$ cat src/design/cgs_pkg.sv
// Shared constants, types and helpers for the clamp grasp sequencer.
package cgs_pkg;

    localparam int WINDOW_DEPTH = 10;
    localparam int SAMPLE_W     = 16;
    localparam int SLOT_W       = (WINDOW_DEPTH > 1) ? $clog2(WINDOW_DEPTH) : 1;
    localparam int COUNT_W      = $clog2(WINDOW_DEPTH + 1);
    localparam int SUM_W        = SAMPLE_W + COUNT_W;

    localparam int SCALE_W      = 8;
    localparam int DRIVE_W      = SCALE_W + 1;
    localparam int CODE_W       = 16;
    localparam int FORCE_W      = 16;
    localparam int PHASE_W      = 3;
    localparam int CFG_IDX_W    = 2;
    localparam int CFG_DATA_W   = 16;

    localparam logic [CFG_IDX_W-1:0] CFG_DRIVE_SCALE   = 2'd0;
    localparam logic [CFG_IDX_W-1:0] CFG_STRETCH_THRES = 2'd1;
    localparam logic [CFG_IDX_W-1:0] CFG_FORCE_THRES   = 2'd2;

    localparam logic [SCALE_W-1:0]         DRIVE_SCALE_RST   = 8'd128;
    localparam logic [SAMPLE_W-1:0]        STRETCH_THRES_RST = 16'd1152;
    localparam logic signed [FORCE_W-1:0]  FORCE_THRES_RST   = 16'sd900;
    localparam logic signed [CODE_W-1:0]   CMD_RUN           = 16'sd7;

    typedef enum logic [5:0] {
        PH_LOWER = 6'b000001,
        PH_OPEN  = 6'b000010,
        PH_WAIT  = 6'b000100,
        PH_CLOSE = 6'b001000,
        PH_RAISE = 6'b010000,
        PH_DONE  = 6'b100000
    } phase_t;

    localparam logic [PHASE_W-1:0] PHASE_LOWER_CODE = 3'd0;
    localparam logic [PHASE_W-1:0] PHASE_OPEN_CODE  = 3'd1;
    localparam logic [PHASE_W-1:0] PHASE_WAIT_CODE  = 3'd2;
    localparam logic [PHASE_W-1:0] PHASE_CLOSE_CODE = 3'd3;
    localparam logic [PHASE_W-1:0] PHASE_RAISE_CODE = 3'd4;
    localparam logic [PHASE_W-1:0] PHASE_DONE_CODE  = 3'd5;

    // A new stretch sample entering the window.
    typedef struct packed {
        logic                push;
        logic [SAMPLE_W-1:0] sample;
    } window_req_t;

    function automatic logic [PHASE_W-1:0] phase_code(input phase_t ph);
        logic [PHASE_W-1:0] code;
        case (ph)
            PH_LOWER: code = PHASE_LOWER_CODE;
            PH_OPEN:  code = PHASE_OPEN_CODE;
            PH_WAIT:  code = PHASE_WAIT_CODE;
            PH_CLOSE: code = PHASE_CLOSE_CODE;
            PH_RAISE: code = PHASE_RAISE_CODE;
            PH_DONE:  code = PHASE_DONE_CODE;
            default:  code = PHASE_LOWER_CODE;
        endcase
        return code;
    endfunction

endpackage

$ cat src/design/cgs_window.sv
// Running-sum stretch window and the plate engagement comparison.
module cgs_window (
    input  logic                          aclk,
    input  logic                          aresetn,
    input  cgs_pkg::window_req_t          req,
    input  logic [cgs_pkg::SAMPLE_W-1:0]  threshold,
    output logic                          engaged
);
    import cgs_pkg::*;

    logic [SAMPLE_W-1:0] store_reg [WINDOW_DEPTH];
    logic [SUM_W-1:0]    sum_reg, sum_next;
    logic [COUNT_W-1:0]  count_reg, count_next;
    logic [SLOT_W-1:0]   slot_reg, slot_next;
    logic                full;
    logic [SAMPLE_W-1:0] oldest;
    logic [SUM_W-1:0]    limit;

    assign full   = (count_reg == COUNT_W'(WINDOW_DEPTH));
    assign oldest = full ? store_reg[slot_reg] : '0;

    always_comb begin
        sum_next   = sum_reg;
        count_next = count_reg;
        slot_next  = slot_reg;
        if (req.push) begin
            // When the window is full the oldest sample leaves before the new one enters.
            sum_next = sum_reg - SUM_W'(oldest) + SUM_W'(req.sample);
            if (!full) begin
                count_next = count_reg + COUNT_W'(1);
            end
            slot_next = (slot_reg == SLOT_W'(WINDOW_DEPTH - 1)) ? '0 : slot_reg + SLOT_W'(1);
        end
    end

    // Mean above threshold, tested without a division.
    assign limit   = SUM_W'(threshold) * SUM_W'(count_next);
    assign engaged = (sum_next > limit);

    always_ff @(posedge aclk) begin
        if (!aresetn) begin
            sum_reg   <= '0;
            count_reg <= '0;
            slot_reg  <= '0;
        end else begin
            sum_reg   <= sum_next;
            count_reg <= count_next;
            slot_reg  <= slot_next;
        end
    end

    always_ff @(posedge aclk) begin
        if (req.push) begin
            store_reg[slot_reg] <= req.sample;
        end
    end

endmodule

$ cat src/design/clamp_grasp_sequencer_core.sv
// Top level of the clamp grasp sequencer: phase cascade, drives and handshakes.
// A request's result is presented in the cycle after it is accepted.
// Throughput: one request per cycle; the result register holds the sequencer
// state, so a new request is taken whenever that register is empty or drained.
// Reset (synchronous, aresetn low): phase lowering, drives zero, flags clear,
// stretch window empty, registers at their defaults; no clearing pass.
module clamp_grasp_sequencer_core (
    input  logic                                 aclk,
    input  logic                                 aresetn,
    input  logic                                 cfg_wr_en,
    input  logic [cgs_pkg::CFG_IDX_W-1:0]        cfg_index,
    input  logic [cgs_pkg::CFG_DATA_W-1:0]       cfg_wr_data,
    input  logic                                 s_valid,
    output logic                                 s_ready,
    input  logic signed [cgs_pkg::CODE_W-1:0]    s_controller_code,
    input  logic                                 s_limit_up,
    input  logic                                 s_limit_down,
    input  logic                                 s_limit_open,
    input  logic                                 s_limit_close,
    input  logic signed [cgs_pkg::FORCE_W-1:0]   s_force_reading,
    input  logic [cgs_pkg::SAMPLE_W-1:0]         s_stretch_sample,
    input  logic                                 s_stretch_valid,
    output logic                                 m_valid,
    input  logic                                 m_ready,
    output logic signed [cgs_pkg::DRIVE_W-1:0]   m_lift_drive,
    output logic signed [cgs_pkg::DRIVE_W-1:0]   m_grip_drive,
    output logic                                 m_plate_ok,
    output logic                                 m_grasp_ok,
    output logic                                 m_pick_done,
    output logic [cgs_pkg::PHASE_W-1:0]          m_phase
);
    import cgs_pkg::*;

    logic [SCALE_W-1:0]        drive_scale_reg;
    logic [SAMPLE_W-1:0]       stretch_thres_reg;
    logic signed [FORCE_W-1:0] force_thres_reg;

    phase_t                    phase_reg, phase_next;
    logic signed [DRIVE_W-1:0] lift_drive_reg, lift_drive_next;
    logic signed [DRIVE_W-1:0] grip_drive_reg, grip_drive_next;
    logic                      plate_ok_reg, plate_ok_next;
    logic                      grasp_ok_reg, grasp_ok_next;
    logic                      finished_reg, finished_next;
    logic                      m_valid_reg;

    logic                      accept;
    logic                      engaged;
    logic signed [DRIVE_W-1:0] drive_pos, drive_neg;
    window_req_t               win_req;

    // The result register doubles as the sequencer state, so a request is
    // only taken once the previous result has gone.
    assign s_ready = !m_valid_reg || m_ready;
    assign accept  = s_valid && s_ready;

    assign win_req.push   = accept && s_stretch_valid;
    assign win_req.sample = s_stretch_sample;

    cgs_window u_window (
        .aclk      (aclk),
        .aresetn   (aresetn),
        .req       (win_req),
        .threshold (stretch_thres_reg),
        .engaged   (engaged)
    );

    assign drive_pos = $signed({1'b0, drive_scale_reg});
    assign drive_neg = -drive_pos;

    // Phase tests run in order, so one request may pass through several phases.
    always_comb begin
        phase_next      = phase_reg;
        lift_drive_next = lift_drive_reg;
        grip_drive_next = grip_drive_reg;
        plate_ok_next   = plate_ok_reg;
        grasp_ok_next   = grasp_ok_reg;
        finished_next   = 1'b0;
        if (s_controller_code == CMD_RUN) begin
            if (phase_next == PH_LOWER) begin
                if (!s_limit_down) begin
                    lift_drive_next = drive_pos;
                end else begin
                    lift_drive_next = '0;
                    phase_next      = PH_OPEN;
                end
            end
            if (phase_next == PH_OPEN) begin
                if (!s_limit_open) begin
                    grip_drive_next = drive_pos;
                end else begin
                    grip_drive_next = '0;
                    phase_next      = PH_WAIT;
                end
            end
            if (phase_next == PH_WAIT) begin
                plate_ok_next = engaged;
                if (engaged) begin
                    phase_next = PH_CLOSE;
                end
            end
            if (phase_next == PH_CLOSE) begin
                plate_ok_next   = engaged;
                grip_drive_next = s_limit_close ? '0 : drive_neg;
                if (engaged && (s_force_reading > force_thres_reg || s_limit_close)) begin
                    grasp_ok_next = 1'b1;
                    phase_next    = PH_RAISE;
                end else if (!engaged) begin
                    grasp_ok_next = 1'b0;
                    phase_next    = PH_OPEN;
                end
            end
            if (phase_next == PH_RAISE) begin
                if (!s_limit_up) begin
                    lift_drive_next = drive_neg;
                end else begin
                    lift_drive_next = '0;
                    phase_next      = PH_DONE;
                end
            end
            if (phase_next == PH_DONE) begin
                finished_next = 1'b1;
            end
        end else begin
            lift_drive_next = '0;
            grip_drive_next = '0;
        end
    end

    always_ff @(posedge aclk) begin
        if (!aresetn) begin
            drive_scale_reg   <= DRIVE_SCALE_RST;
            stretch_thres_reg <= STRETCH_THRES_RST;
            force_thres_reg   <= FORCE_THRES_RST;
        end else if (cfg_wr_en) begin
            case (cfg_index)
                CFG_DRIVE_SCALE:   drive_scale_reg   <= cfg_wr_data[SCALE_W-1:0];
                CFG_STRETCH_THRES: stretch_thres_reg <= cfg_wr_data[SAMPLE_W-1:0];
                CFG_FORCE_THRES:   force_thres_reg   <= $signed(cfg_wr_data[FORCE_W-1:0]);
                default: begin
                end
            endcase
        end
    end

    always_ff @(posedge aclk) begin
        if (!aresetn) begin
            phase_reg      <= PH_LOWER;
            lift_drive_reg <= '0;
            grip_drive_reg <= '0;
            plate_ok_reg   <= 1'b0;
            grasp_ok_reg   <= 1'b0;
            finished_reg   <= 1'b0;
            m_valid_reg    <= 1'b0;
        end else begin
            if (accept) begin
                phase_reg      <= phase_next;
                lift_drive_reg <= lift_drive_next;
                grip_drive_reg <= grip_drive_next;
                plate_ok_reg   <= plate_ok_next;
                grasp_ok_reg   <= grasp_ok_next;
                finished_reg   <= finished_next;
            end
            m_valid_reg <= accept || (m_valid_reg && !m_ready);
        end
    end

    assign m_valid      = m_valid_reg;
    assign m_lift_drive = lift_drive_reg;
    assign m_grip_drive = grip_drive_reg;
    assign m_plate_ok   = plate_ok_reg;
    assign m_grasp_ok   = grasp_ok_reg;
    assign m_pick_done  = finished_reg;
    assign m_phase      = phase_code(phase_reg);

    // The done flag is only ever raised in the done phase.
    a_finished_in_done: assert property (@(posedge aclk) disable iff (!aresetn)
        m_pick_done |-> (m_phase == PHASE_DONE_CODE))
        else $error("done flag raised outside the done phase");

    // Any command other than run stops both drives.
    a_stop_on_other_cmd: assert property (@(posedge aclk) disable iff (!aresetn)
        (accept && s_controller_code != CMD_RUN) |=>
        (m_lift_drive == '0 && m_grip_drive == '0 && !m_pick_done))
        else $error("drives not stopped for a non-run command");

    // A result still waiting must block the next request.
    a_no_overrun: assert property (@(posedge aclk) disable iff (!aresetn)
        (m_valid_reg && !m_ready) |-> !s_ready)
        else $error("request taken while a result is stalled");

    // A completed grasp means the plate was engaged at that time.
    a_grasp_needs_plate: assert property (@(posedge aclk) disable iff (!aresetn)
        (accept && phase_reg == PH_CLOSE && phase_next == PH_RAISE) |=> m_plate_ok)
        else $error("grasp completed without plate engagement");

endmodule

$ cat config.mk
export PLATFORM = sky130hd
export DESIGN_NAME = clamp_grasp_sequencer_core
export DESIGN_NICKNAME = d
export VERILOG_FILES = /design/src/design/cgs_pkg.sv /design/src/design/cgs_window.sv /design/src/design/clamp_grasp_sequencer_core.sv
export SDC_FILE = /design/constraint.sdc
export NUM_CORES = 1
export LEC_CHECK = 0
export BUFFER_PORTS_ARGS = -buffer_cell sky130_fd_sc_hd__clkbuf_2
export CAP_MARGIN = 20
export CORE_MARGIN = 3
export CORE_UTILIZATION = 55
export CTS_CLUSTER_DIAMETER = 200
export DETAILED_ROUTE_END_ITERATION = 6
export GPL_TIMING_DRIVEN = 0
export PLACE_DENSITY_LB_ADDON = 0.12
export SKIP_CTS_REPAIR_TIMING = 1
export SLEW_MARGIN = 20
export SYNTH_ARGS = -nofsm -noshare
export SYNTH_HDL_FRONTEND = slang
export SYNTH_SLANG_ARGS = --single-unit
$ cat constraint.sdc
create_clock -name aclk -period 6.9 [get_ports aclk]
set_clock_uncertainty 0.05 [all_clocks]
set_input_delay 0.69 -clock aclk [delete_from_list [all_inputs] [get_ports aclk]]
set_output_delay 0.69 -clock aclk [all_outputs]
set_load 0.02 [all_outputs]
==> results_dict.tcl, run 1 <==
set metrics [dict create \
    synth.distinct_cells 71 \
    setup-violations-final 11 \
    slowest_stage "fa_2" \
    final_max_slew_viol_count 0 \
    drt_iter0_drc 693 \
    syn_area_sq_mm 0.0146 \
    io_pins 102 \
    seqPwrFrac 0.438 \
    worstRegToRegCells 33 \
    syn_area_per_cell_sq_um 10.7 \
    diodes 0 \
    initial_core_util 0.561 \
    yosysWarnings 0 \
    async_flop_share 0 \
    min_path_type "input port to register" \
    die_y_microns 169 \
    dp_hpwl_microns 25000 \
    relSlewSlack 0.0480 \
    critPathMaxFanout 10 \
    timing.final.ws_setup_ps -199 \
    grt.overflow.total 0 \
    die_w_microns 169 \
    vias 10760 \
    synth_edf_count 160 \
    multiInputGateArea_sq_mm 0.00740 \
    whs_path_depth 3 \
    hold_path.startpoint "cfg_wr_data[12]" \
    syn_inst 1372 \
    critical_path.max_stage_delay_ps 570 \
    yosysTopAreaCellShare 0.329 \
    areaGrowthSynthToFinish_pct 17.5 \
    status "finished, violations left" \
    postRouteAntennaNets 0 \
    grt_pass1_wl_microns 53400 \
    critPathTopFamily "compound AO/OA/AOI/OAI gates" \
    antenna_found_initial 0 \
    synth_seq_cells 260 \
    crit_top_cell "buf_6" \
    post-route-util 0.659 \
    startpoint_type "register" \
    rsz0062_at_grt "true" \
    core_sq_mm 0.0261 \
    combPwrFrac 0.209 \
    htreeDepth 1 \
    cts-buffers-inserted 27 \
    clk_latency_ps 550 \
    period_minus_slack_ps 7100 \
    violations "negative setup slack" \
    routed_wl_microns 33700 \
    sw_frac_of_total 0.276 \
    synthTopCellsByArea "edfxtp_1 33%, dfxtp_1 14%, ha_1 7.1%" \
    root_buffer "clkbuf_16" \
    yosysTopAreaCell "edfxtp_1" \
    drt_pass1_iterations 5 \
    post-route-period-util 1.03 \
    via_per_inst 5.69 \
    grt_max_degree 15 \
    reg2reg_from "m_valid$_SDFF_PN0_" \
    fmax_mhz 141 \
    path_buf_inv 4 \
    wire_per_inst_microns 17.8 \
    cts_buffer_depth 3 \
    vdd_drop_max_mv 0.185 \
    power_w 0.00388 \
    ys.flop_type "edfxtp_1" \
    cts_tree "yes" \
    rrSetupSlack_ps -200 \
    fill_cells 2042 \
    fp.dieArea_sq_mm 0.0286 \
    worstReg2RegEnd "m_lift_drive[2]$_SDFFE_PN0P_" \
    drc 0 \
    powerDensity_mw_per_mm2 226 \
    crit_arrival_ps 7510 \
    worstMarginPinSlew_ps 1410 \
    io_buffers 101 \
    cp-end-kind "register" \
    track_usage 0.231 \
    hold_ws_ps 336 \
    drive_gt1_frac 0.202 \
    nets 1739 \
    pwr-share-clk 0.353 \
    seq_area_sq_mm 0.00681 \
    dp_slack_ps -1500 \
    stdcell_count 1891 \
    crit_type "register to register" \
    grt_pass1_vias 10626 \
    clock-sinks 260 \
    largest_reg_flops 160 \
    syn_nets 1575 \
    ys_seq_area_frac 0.466 \
    cp.required_ps 7310 \
    min_to "force_thres_reg[12]$_SDFFE_PN0P_" \
    num_rows 59 \
    hold_viol 0 \
    switchingPower_w 0.00107 \
    dp.cells 1821 \
    gp_congestion 0.897 \
    clkSlewWorstSetupHoldPaths_ps 60 \
    internal_power_w 0.00281 \
    drv_cap 0 \
    p_leak_nw 6.67 \
]
==> layer usage <==
layer,GRT usage,wire length (microns),up-vias
met5,0,0,-
met1,0.338,15700,5267
met2,0.366,15400,277
met4,0.0561,629,0
met3,0.0355,1990,49
li1,-,-,5167
==> synthesized netlist by cell type, drive strengths merged, types with 4 or more instances <==
cell type / count
a211o: 5
a211oi: 41
a21o: 8
a21oi: 92
a22oi: 4
a31oi: 6
and2: 44
and3: 7
buf: 12
clkbuf: 40
dfxtp: 100
edfxtp: 160
fa: 44
ha: 83
inv: 150
mux2i: 24
mux4: 32
nand2: 140
nand2b: 12
nand3: 18
nand4: 6
nor2: 73
nor2b: 51
nor3: 17
nor3b: 9
nor4: 9
o211ai: 9
o21a: 6
o21ai: 71
o31ai: 8
or2: 6
or3: 14
or4: 5
xnor2: 19
xor2: 16
==> cell families after synthesis <==
logic type                 count (synthesis)  synth area share
and+or+nand+nor                          423             0.147
adders and majority gates                127             0.131
xor gates and xnor gates                  35            0.0210
DFF                                      260             0.466
buffers and inverters                    202            0.0536
AOI/OAI and AO/OA                        268             0.115
muxes                                     57            0.0665
==> worst max-delay path by stage <==
| stage | start | endpoint | cells past startpoint |
|---|---|---|---|
| detailed placement | m_ready | m_lift_drive[6]$_SDFFE_PN0P_ | 30 |
| floorplan | m_ready | m_lift_drive[2]$_SDFFE_PN0P_ | 30 |
| global placement | m_ready | m_lift_drive[6]$_SDFFE_PN0P_ | 30 |
| CTS | register | m_lift_drive[6]$_SDFFE_PN0P_ | 27 |
| finish | m_valid$_SDFF_PN0_ | m_lift_drive[2]$_SDFFE_PN0P_ | 33 |
| global route | m_valid$_SDFF_PN0_ | m_lift_drive[7]$_SDFFE_PN0P_ | 33 |
==> power groups by stage <==
| stage | clock network (W) | registers, W | logic, W |
|---|---|---|---|
| global placement | 0 | 0.00173 | 0.000686 |
| finish | 0.00137 | 0.00170 | 0.000812 |
| global route | 0.00146 | 0.00170 | 0.000910 |
| floorplan | 0 | 0.00173 | 0.000519 |
| detailed placement | 0 | 0.00173 | 0.000703 |
| CTS | 0.00140 | 0.00170 | 0.000711 |
==> through the flow <==
stage,instance area [sq um],TNS [ps]
4_1_cts,16600,-26440
3_5_place_dp,15800,-30320
5_1_grt,17200,-7060
2_1_floorplan,14700,-1050
6_report,17200,-1550
3_3_place_gp,15600,-28910
==> tightest hold or removal path, cell delays in order <==
cell	delay (ps)
clkbuf_2	90
nand2_1	50
a21oi_1	50
==> final cells by class <==
cell class	count	share of cell area
well taps	335	0.0244
clock inverters	13	0.00481
inverters	150	0.0328
plain buffers	50	0.0163
repair buffers	137	0.0501
clock buffers	36	0.0436
multi-input cells	910	0.431
flip-flops and latches	260	0.397
==> cell usage in the layout (no fill, tap or decap), drive strengths merged, types with 32 or more instances in the layout <==
master and count:
a211oi 41, mux4 32, buf 49, nor2 73
nor2b 51, dfxtp 100, ha 83, o21ai 71
nand2 140, a21oi 92, inv 152, clkbuf 174
fa 44, and2 44, edfxtp 160
Note: power is estimated with default switching activity, not from simulation.
==> run 2: changes to the inputs <==
--- a/config.mk
+++ b/config.mk
@@ -8,7 +8,7 @@
 export BUFFER_PORTS_ARGS = -buffer_cell sky130_fd_sc_hd__clkbuf_2
 export CAP_MARGIN = 20
 export CORE_MARGIN = 3
-export CORE_UTILIZATION = 55
+export CORE_UTILIZATION = 61
 export CTS_CLUSTER_DIAMETER = 200
 export DETAILED_ROUTE_END_ITERATION = 6
 export GPL_TIMING_DRIVEN = 0
==> constraint.sdc (replaced) <==
create_clock -name aclk -period 7.4 [get_ports aclk]
set_clock_uncertainty 0.05 [all_clocks]
set_input_delay 0.74 -clock aclk [delete_from_list [all_inputs] [get_ports aclk]]
set_output_delay 0.74 -clock aclk [all_outputs]
set_load 0.02 [all_outputs]
==> run 2 against run 1 <==
Compared with the run above: the flow now finishes without violations; final area fell by 0.68%; worst setup slack improved by 290 ps; total power fell by 4.3%; clock power rose by 4%; sequential share of layout area rose by 0.27 points; first-iteration DRC count rose by 9.4%; register-to-register slack improved by 290 ps; hold slack improved by 42 ps; combinational power fell by 13%; critical endpoint unchanged.
==> results_dict.tcl, run 2 (same netlist as run 1, synthesis figures left out) <==
set metrics [dict create \
    dp_hpwl_microns 24100 \
    largest_reg_flops 160 \
    crit_arrival_ps 7680 \
    grt_pass1_wl_microns 53000 \
    vdd_drop_max_mv 0.234 \
    cts-buffers-inserted 28 \
    cp.required_ps 7780 \
    power_w 0.00372 \
    grt.overflow.total 0 \
    p_leak_nw 6.65 \
    setup-violations-final 0 \
    grt_pass1_vias 10555 \
    wire_per_inst_microns 17.6 \
    routed_wl_microns 32900 \
    min_path_type "input port to register" \
    post-route-util 0.726 \
    clock-sinks 260 \
    initial_core_util 0.623 \
    hold_viol 0 \
    final_max_slew_viol_count 0 \
    core_sq_mm 0.0235 \
    grtUsageMet2 0.408 \
    grt_max_degree 17 \
    postRouteAntennaNets 0 \
    fmax_mhz 137 \
    htreeDepth 1 \
    grt_use_met3 0.0359 \
    drt_pass1_iterations 5 \
    antenna_found_initial 1 \
    cts_buffer_depth 3 \
    io_pins 102 \
    crit_top_cell "a21oi_2" \
    gp_congestion 0.907 \
    root_buffer "clkbuf_16" \
    cp-end-kind "register" \
    slowest_stage "fa_2" \
    vias 10723 \
    final_cell_mix "160 x edfxtp_1, 150 x inv_1, 137 x nand2_1, 108 x clkbuf_2, 99 x dfxtp_1" \
    drc 0 \
    post-route-period-util 0.988 \
    met1_usage 0.368 \
    die_w_microns 161 \
    drt_iter0_drc 758 \
    io_buffers 101 \
    status "finished clean" \
    nets 1730 \
    relSlewSlack 0.256 \
    clkSlewWorstSetupHoldPaths_ps 60 \
    dp.cells 1805 \
    drive_gt1_frac 0.192 \
    critical_path.max_stage_delay_ps 580 \
    clk_latency_ps 560 \
    track_usage 0.252 \
    cts_tree "yes" \
    diodes 0 \
    busiest_layer "met2" \
    startpoint_type "register" \
    die_y_microns 161 \
    via_per_inst 5.74 \
    powerDensity_mw_per_mm2 218 \
    stdcell_count 1868 \
    final_common_cell "edfxtp_1" \
    worstMarginPinSlew_ps 1100 \
    period_minus_slack_ps 7310 \
    areaGrowthSynthToFinish_pct 16.7 \
    fp.dieArea_sq_mm 0.0258 \
    crit_type "register to register" \
    critPathMaxFanout 10 \
    num_rows 56 \
    drv_cap 0 \
]
[run 2: changes by cell type in the layout (fill, tap and decap cells not counted), moves of 3 or more]
cell	previous run	this run
buf_6	15	10
buf_4	22	18
bufinv_16	0	4
clkinv_1	6	2
clkinv_2	2	6
a211oi_1	35	38
a211oi_2	6	3
buf_8	6	3
clkbuf_1	36	39
clkbuf_8	4	1
[run 2: worst max-delay path, delay by kind of cell, from the launching register on]
kind / cells / cell delay (ps)
adders and majority gates: 4 / 1550
xor gates and xnor gates: 1 / 210
DFF: 1 / 360
buffers and inverters: 2 / 330
and+or+nand+nor: 8 / 1270
AOI/OAI and AO/OA: 13 / 3390
[run 2: metal layers]
metal | routed length, microns | vias to the layer above
met1 | 15100 | 5189
met5 | 0 | -
met2 | 15200 | 326
met4 | 548 | 0
li1 | - | 5160
met3 | 2030 | 48
[run 2: per-stage QoR]
step                hold slack, ps  worst slack [ps]  setup TNS (ps)  area, sq um
floorplan                      386              13.5               0        14600
global placement               391             -1330          -24210        15500
detailed placement             392             -1320          -23700        15700
CTS                            369             -1010          -16100        16600
global route                   387              -149            -777        17100
finish                         379              92.2               0        17100
[run 2: layout make-up]
class                      instances  area [sq um]
clock inverter                    14           196
inverter                         150           563
buffer                            51           268
sequential                       260          6810
timing repair buffer             125           714
fill                            1693          6420
multi-input combinational        911          7350
clock buffer                      38           748
tap                              319           399
[run 2: report_power, final]
part | internal (W) | total [W] | leakage (nW) | switching [W]
sequential | 0.00157 | 0.00158 | 2.26 | 0.0000174
clock | 0.000852 | 0.00142 | 0.462 | 0.000569
combinational | 0.000302 | 0.000710 | 3.93 | 0.000408
total | 0.00272 | 0.00372 | 6.65 | 0.000994
[run 2: worst paths after layout]
check | from | endpoint | slack (ps) | cells after the start
max reg2reg | m_valid$_SDFF_PN0_ | m_lift_drive[2]$_SDFFE_PN0P_ | 90 | 28
min reg2reg | m_grip_drive[7]$_SDFFE_PN0P_ | m_grip_drive[7]$_SDFFE_PN0P_ | 410 | 2
max | m_valid$_SDFF_PN0_ | m_lift_drive[2]$_SDFFE_PN0P_ | 90 | 28
min | cfg_wr_data[14] | stretch_thres_reg[14]$_SDFFE_PN0P_ | 380 | 3
